**src/rtl/kli_pkg.sv**
```systemverilog
// kli_pkg: types and constants shared by the keyframe interpolator
// no dependencies
`default_nettype none
package kli_pkg;
  localparam int NUM_CH = 9;
  localparam int VW = 32;

  // configuration register indexes
  localparam logic [0:0] REG_START_X = 1'b0;
  localparam logic [0:0] REG_START_Z = 1'b1;

  typedef enum logic [1:0] {
    CMD_CLEAR  = 2'd0,
    CMD_APPEND = 2'd1,
    CMD_START  = 2'd2,
    CMD_TICK   = 2'd3
  } cmd_t;

  typedef enum logic [1:0] {
    ST_POSE  = 2'd0,
    ST_FIN   = 2'd1,
    ST_DONE  = 2'd2,
    ST_FULL  = 2'd3
  } status_t;

  // controller -> datapath commands
  typedef struct packed {
    logic clear;       // zero clock and count
    logic append;      // write input frame at count
    logic start_ld;    // issue read of time 0
    logic start_wr;    // load clock from read data
    logic tick_add;    // clock += dt
    logic scan_rd;     // issue time read at scan index
    logic scan_step;   // compare read data, advance
    logic seg_rd;      // read time at scan index - 1
    logic seg_ld;      // set up divider from clock and segment times
    logic div_step;    // one quotient bit
    logic ch_rd;       // read one channel word, swap prev/next
    logic ch_mul;      // multiply stage
    logic ch_acc;      // sum and store pose
    logic out_load;    // move result to output register
    status_t st;       // status for out_load
  } kli_cmd_t;

  // datapath -> controller status
  typedef struct packed {
    logic full;
    logic few;          // count < 2
    logic scan_hit;     // clock < t[idx]
    logic scan_end;     // idx reached count
    logic div_done;
    logic ch_last;
  } kli_sts_t;

  function automatic logic [VW-1:0] sat_add(input logic signed [VW:0] s);
    logic [VW-1:0] r;
    if (s > 33'sh0_7FFF_FFFF) r = 32'h7FFF_FFFF;
    else if (s < -33'sh0_8000_0000) r = 32'h8000_0000;
    else r = s[VW-1:0];
    return r;
  endfunction
endpackage
`default_nettype wire

```
**src/rtl/kli_ctrl.sv**
```systemverilog
// kli_ctrl: sequencer for commands, scan, divide and blend
// depends on kli_pkg
`default_nettype none
module kli_ctrl (
  input  wire                    clk,
  input  wire                    rst_n,
  input  wire                    in_fire,
  input  wire [1:0]              in_cmd,
  input  wire                    out_free,
  output logic                   busy,
  output logic                   out_set,
  output kli_pkg::kli_cmd_t      cmd,
  input  wire kli_pkg::kli_sts_t sts
);
  typedef enum logic [10:0] {
    S_IDLE  = 11'b00000000001,
    S_APP   = 11'b00000000010,
    S_ST1   = 11'b00000000100,
    S_ST2   = 11'b00000001000,
    S_SCRD  = 11'b00000010000,
    S_SCCMP = 11'b00000100000,
    S_SEGRD = 11'b00001000000,
    S_SEGLD = 11'b00010000000,
    S_DIV   = 11'b00100000000,
    S_CH    = 11'b01000000000,
    S_OUT   = 11'b10000000000
  } state_t;

  state_t state_r, state_nxt;
  kli_pkg::status_t st_r, st_nxt;
  logic [2:0] ph_r, ph_nxt;

  assign busy = (state_r != S_IDLE);

  always_comb begin
    state_nxt = state_r;
    st_nxt = st_r;
    ph_nxt = ph_r;
    cmd = '0;
    cmd.st = st_r;
    out_set = 1'b0;
    case (state_r)
      S_IDLE: begin
        if (in_fire) begin
          st_nxt = kli_pkg::ST_DONE;
          state_nxt = S_OUT;
          case (kli_pkg::cmd_t'(in_cmd))
            kli_pkg::CMD_CLEAR: cmd.clear = 1'b1;
            kli_pkg::CMD_APPEND: begin
              if (sts.full) st_nxt = kli_pkg::ST_FULL;
              else begin
                cmd.append = 1'b1;
                state_nxt = S_APP;
                ph_nxt = '0;
              end
            end
            kli_pkg::CMD_START: begin
              cmd.start_ld = 1'b1;
              state_nxt = S_ST2;
            end
            default: begin
              cmd.tick_add = 1'b1;
              state_nxt = S_SCRD;
            end
          endcase
        end
      end
      S_APP: begin
        // wait out the channel writes
        ph_nxt = ph_r + 3'd1;
        if (ph_r == 3'd7) begin
          state_nxt = S_ST1;
        end
      end
      S_ST1: state_nxt = S_OUT;
      S_ST2: begin
        cmd.start_wr = 1'b1;
        state_nxt = S_OUT;
      end
      S_SCRD: begin
        if (sts.few || sts.scan_end) begin
          st_nxt = kli_pkg::ST_FIN;
          state_nxt = S_OUT;
        end else begin
          cmd.scan_rd = 1'b1;
          state_nxt = S_SCCMP;
        end
      end
      S_SCCMP: begin
        cmd.scan_step = 1'b1;
        state_nxt = sts.scan_hit ? S_SEGRD : S_SCRD;
      end
      S_SEGRD: begin
        cmd.seg_rd = 1'b1;
        state_nxt = S_SEGLD;
      end
      S_SEGLD: begin
        cmd.seg_ld = 1'b1;
        state_nxt = S_DIV;
      end
      S_DIV: begin
        cmd.div_step = 1'b1;
        if (sts.div_done) begin
          state_nxt = S_CH;
          ph_nxt = '0;
        end
      end
      S_CH: begin
        // ph 0 read prev, 1 latch prev/read next, 2 multiply, 3 sum
        ph_nxt = ph_r + 3'd1;
        case (ph_r)
          3'd0: cmd.ch_rd = 1'b1;
          3'd1: begin cmd.ch_rd = 1'b1; cmd.ch_mul = 1'b1; end
          3'd2: cmd.ch_mul = 1'b1;
          default: begin
            cmd.ch_acc = 1'b1;
            ph_nxt = '0;
            if (sts.ch_last) begin
              st_nxt = kli_pkg::ST_POSE;
              state_nxt = S_OUT;
            end
          end
        endcase
      end
      S_OUT: begin
        if (out_free) begin
          cmd.out_load = 1'b1;
          out_set = 1'b1;
          state_nxt = S_IDLE;
        end
      end
      default: state_nxt = S_IDLE;
    endcase
  end

  always_ff @(posedge clk) begin
    if (!rst_n) begin
      state_r <= S_IDLE;
      st_r <= kli_pkg::ST_DONE;
      ph_r <= '0;
    end else begin
      state_r <= state_nxt;
      st_r <= st_nxt;
      ph_r <= ph_nxt;
    end
  end
endmodule
`default_nettype wire
```
**config.mk**
```make
export PLATFORM = sky130hd
export DESIGN_NAME = kli_ctrl
export DESIGN_NICKNAME = d
export VERILOG_FILES = /design/src/rtl/kli_pkg.sv /design/src/rtl/kli_ctrl.sv
export SDC_FILE = /design/constraint.sdc
export NUM_CORES = 1
export LEC_CHECK = 0
export ABC_AREA = 1
export BUFFER_PORTS_ARGS = -buffer_cell sky130_fd_sc_hd__clkbuf_2
export CELL_PAD_IN_SITES_DETAIL_PLACEMENT = 2
export CELL_PAD_IN_SITES_GLOBAL_PLACEMENT = 2
export CORE_UTILIZATION = 28
export CTS_CLUSTER_SIZE = 12
export DETAILED_ROUTE_END_ITERATION = 10
export GPL_ROUTABILITY_DRIVEN = 0
export PLACE_DENSITY = 0.76
export SYNTH_ARGS = -nofsm -noshare
export SYNTH_HDL_FRONTEND = slang
export SYNTH_SLANG_ARGS = --single-unit
```
**constraint.sdc**
```tcl
create_clock -name clk -period 1.9 [get_ports clk]
set_clock_uncertainty 0.1 [all_clocks]
set_input_delay 0.19 -clock clk [delete_from_list [all_inputs] [get_ports clk]]
set_output_delay 0.19 -clock clk [all_outputs]
set_load 0.02 [all_outputs]
```
==> results.sh <==
export IMPL_drive_gt1_share_pct=35.34
export IMPL_p_int_mw=1.099
export IMPL_path_clk_slew_ns=0.07
export IMPL_die_y_um=71.21
export IMPL_r2r_cells=10
export IMPL_cts_buffers=3
export IMPL_min_period_ns=1.821
export IMPL_layout_commonest_cell="nand2_1"
export IMPL_maxCapViolCount=0
export IMPL_p_sw_share_pct=51.26
export IMPL_r2r_end="state_r[10]$_SDFFE_PN0P_"
export IMPL_ir_worst_vdd_v=0.0004810
export IMPL_via_count=1437
export IMPL_synth_cell_types=25
export IMPL_dr_pass1_iters=7
export IMPL_grtUsageTotal_pct=18.20
export IMPL_holdWs_ns=0.05900
export IMPL_cts_root_buf="clkbuf_8"
export IMPL_cts_tree="done"
export IMPL_p_per_area_mw_per_mm2=1322
export IMPL_drtIter0Drc=43
export IMPL_final_cell_mix="40 x nand2_1, 31 x inv_1, 25 x nor2_1, 25 x clkbuf_2, 23 x nand3_1"
export IMPL_whs_endpoint="state_r[6]$_SDFFE_PN0P_"
export IMPL_syn_num_nets=226
export IMPL_synthesis_area_mm2=0.001341
export IMPL_leakagePower_nw=0.9151
export IMPL_stdcell_count=301
export IMPL_pin_count=30
export IMPL_end_kind="output port"
export IMPL_start_kind="flip-flop"
export IMPL_run_status="finished, violations left"
export IMPL_grt_first_pass_wirelength_um=7051
export IMPL_nets=267
export IMPL_crit_fanout=10
export IMPL_avgRoutedWirePerCell_um=14.99
export IMPL_worst_hold_startpoint="sts[3]"
export IMPL_synth_area_per_cell_um2=6.418
export IMPL_dp_hpwl_um=3513
export IMPL_initial_utilization_pct=29.98
export IMPL_diodes=0
export IMPL_viasPerCell=4.774
export IMPL_nFillCells=559
export IMPL_synthCells=209
export IMPL_setup_viol=0
export IMPL_port_buffers=29
export IMPL_register_area_um2=325.3
export IMPL_min_period_over_period_pct=95.85
export IMPL_drc=2
export IMPL_wirelength_um=4511
export IMPL_crit_required_ns=1.61
export IMPL_die_w_um=71.21
export IMPL_seqPwrFrac_pct=20.1
export IMPL_comb_power_share_pct=65.6
export IMPL_clock_latency_ns=0.26
export IMPL_report_final_hold_viol_count=0
export IMPL_dpl_cell_count=292
export IMPL_ff2ff_setup_slack_ns=0.13
export IMPL_die_area_mm2=0.005071
export IMPL_fmax_mhz=549.1
export IMPL_max_slew_margin_rel_pct=76.86
export IMPL_p_switching_mw=1.155
export IMPL_cts_sinks=16
export IMPL_core_rowCount=24
export IMPL_finalMaxSlewViolations=0
export IMPL_yosysSeqAreaShare_pct=23.88
export IMPL_grt_start_max_net_pins=14
export IMPL_grt_setup_unrepaired="yes"
export IMPL_place_ws_ns=0.06485
export IMPL_antenna_left=0
export IMPL_antenna_found_initial=0
export IMPL_max_clock_path_buffers=2
export IMPL_hold_depth=3
export IMPL_multi_input_area_um2=874.6
export IMPL_grt_pass1_vias=1446
export IMPL_violations="design-rule violations"
export IMPL_grt_overflow=0
export IMPL_h_tree_depth=1
export IMPL_setup_slack_ns=0.07882
export IMPL_tightest_slew_ns=0.3445
export IMPL_synth_warnings=0
export IMPL_core_mm2=0.004474
export IMPL_r2r_start="ph_r[1]$_SDFFE_PN0P_"
export IMPL_area_growth_pct=27.15
export IMPL_synth_seq_cells=16
export IMPL_hold_buffers=0
export IMPL_hold_path_class="input port to flip-flop"
export IMPL_cp_data_arrival_time_ns=1.53
export IMPL_pwr_share_clk_pct=14.3
export IMPL_crit_type="flip-flop to output port"
==> synthesized netlist by cell type (all sizes together) <==
| cell type | n | area share, % |
|---|---|---|
| nand2 | 46 | 16 |
| inv | 42 | 12 |
| nor2 | 41 | 18 |
| nand3 | 28 | 13 |
| dfxtp | 16 | 24 |
| o21ai | 8 | 3.3 |
| a21oi | 6 | 2.2 |
| nor3 | 6 | 2.2 |
| ha | 5 | 4.7 |
| nor4 | 3 | 1.4 |
| buf | 2 | 1.1 |
| nand3b | 2 | 1.1 |
| nand4 | 2 | 0.93 |
| clkbuf | 1 | 0.28 |
| nor3b | 1 | 0.56 |
==> flip-flops by register name, indices dropped and copies added, names as in the netlist <==
register  count
state_r      11
ph_r          3
st_r          2
==> what timing repair did <==
action / CTS / global route
gates resized for setup: 1 / 20
endpoints found under the setup margin: 2 / 22
setup buffers: 2 / 3
pin swaps: 2 / 7
==> layout make-up <==
class,instances,share of cell area (%)
multi-input combinational,148,51.28
sequential,16,19.08
timing repair buffer,39,13.35
inverter,42,9.244
tap,52,3.815
clock buffer,4,3.228
==> worst max-delay path by stage <==
stage / startpoint / endpoint / slack, ns
6_report: state_r[7]$_SDFFE_PN0P_ / cmd[15] / 0.08
5_1_grt: state_r[4]$_SDFFE_PN0P_ / cmd[15] / -0.02
4_1_cts: ph_r[1]$_SDFFE_PN0P_ / state_r[10]$_SDFFE_PN0P_ / 0.0007
3_5_place_dp: ph_r[1]$_SDFFE_PN0P_ / state_r[10]$_SDFFE_PN0P_ / 0.06
3_3_place_gp: ph_r[1]$_SDFFE_PN0P_ / state_r[10]$_SDFFE_PN0P_ / 0.10
2_1_floorplan: state_r[10]$_SDFFE_PN0P_ / cmd[13] / 0.10
==> kinds of logic (layout without fill, tap and decap cells) <==
logic type,Yosys count,after routing,share of synthesized area (%)
simple gates,129,129,52.80
buf+inv,45,85,13.15
flops,16,16,23.88
compound gates,14,14,5.504
fa+ha+maj,5,5,4.664
==> power by group through the flow <==
stage / Clock (mW) / Combinational [mW] / Sequential (mW)
after floorplan: 0 / 0.995 / 0.465
after global placement: 0 / 1.35 / 0.456
after detailed placement: 0 / 1.37 / 0.458
after CTS: 0.327 / 1.43 / 0.450
after global routing: 0.349 / 1.62 / 0.463
final: 0.322 / 1.48 / 0.454
==> per-layer routing <==
| metal | vias to the layer above | track usage, % | part of all wire, % |
|---|---|---|---|
| li1 | 729 | - | - |
| met1 | 687 | 23.51 | 48 |
| met2 | 17 | 31.75 | 49 |
| met3 | 4 | 2.250 | 1.8 |
| met4 | 0 | 5.333 | 0.93 |
| met5 | - | 0 | 0 |
==> metrics by stage <==
step                      cell area (µm²)  utilization [%]  setup TNS (ns)  total power [mW]
after floorplan                      1341                -               0             1.460
after global placement               1570            35.10               0             1.810
after detailed placement             1570            35.10               0             1.829
after CTS                            1643            36.72               0             2.205
after global routing                 1705            38.12        -0.02622             2.434
final                                1705            38.12               0             2.254
==> worst max-delay path: stages, from the launching register on <==
cell and delay (ns):
dfxtp_1 0.35, nor2_4 0.15, nand2_4 0.12, nor2_8 0.17
nand2_4 0.11, nor4_1 0.16, buf_2 0.20
No activity file was read; power rests on OpenSTA's default activity.
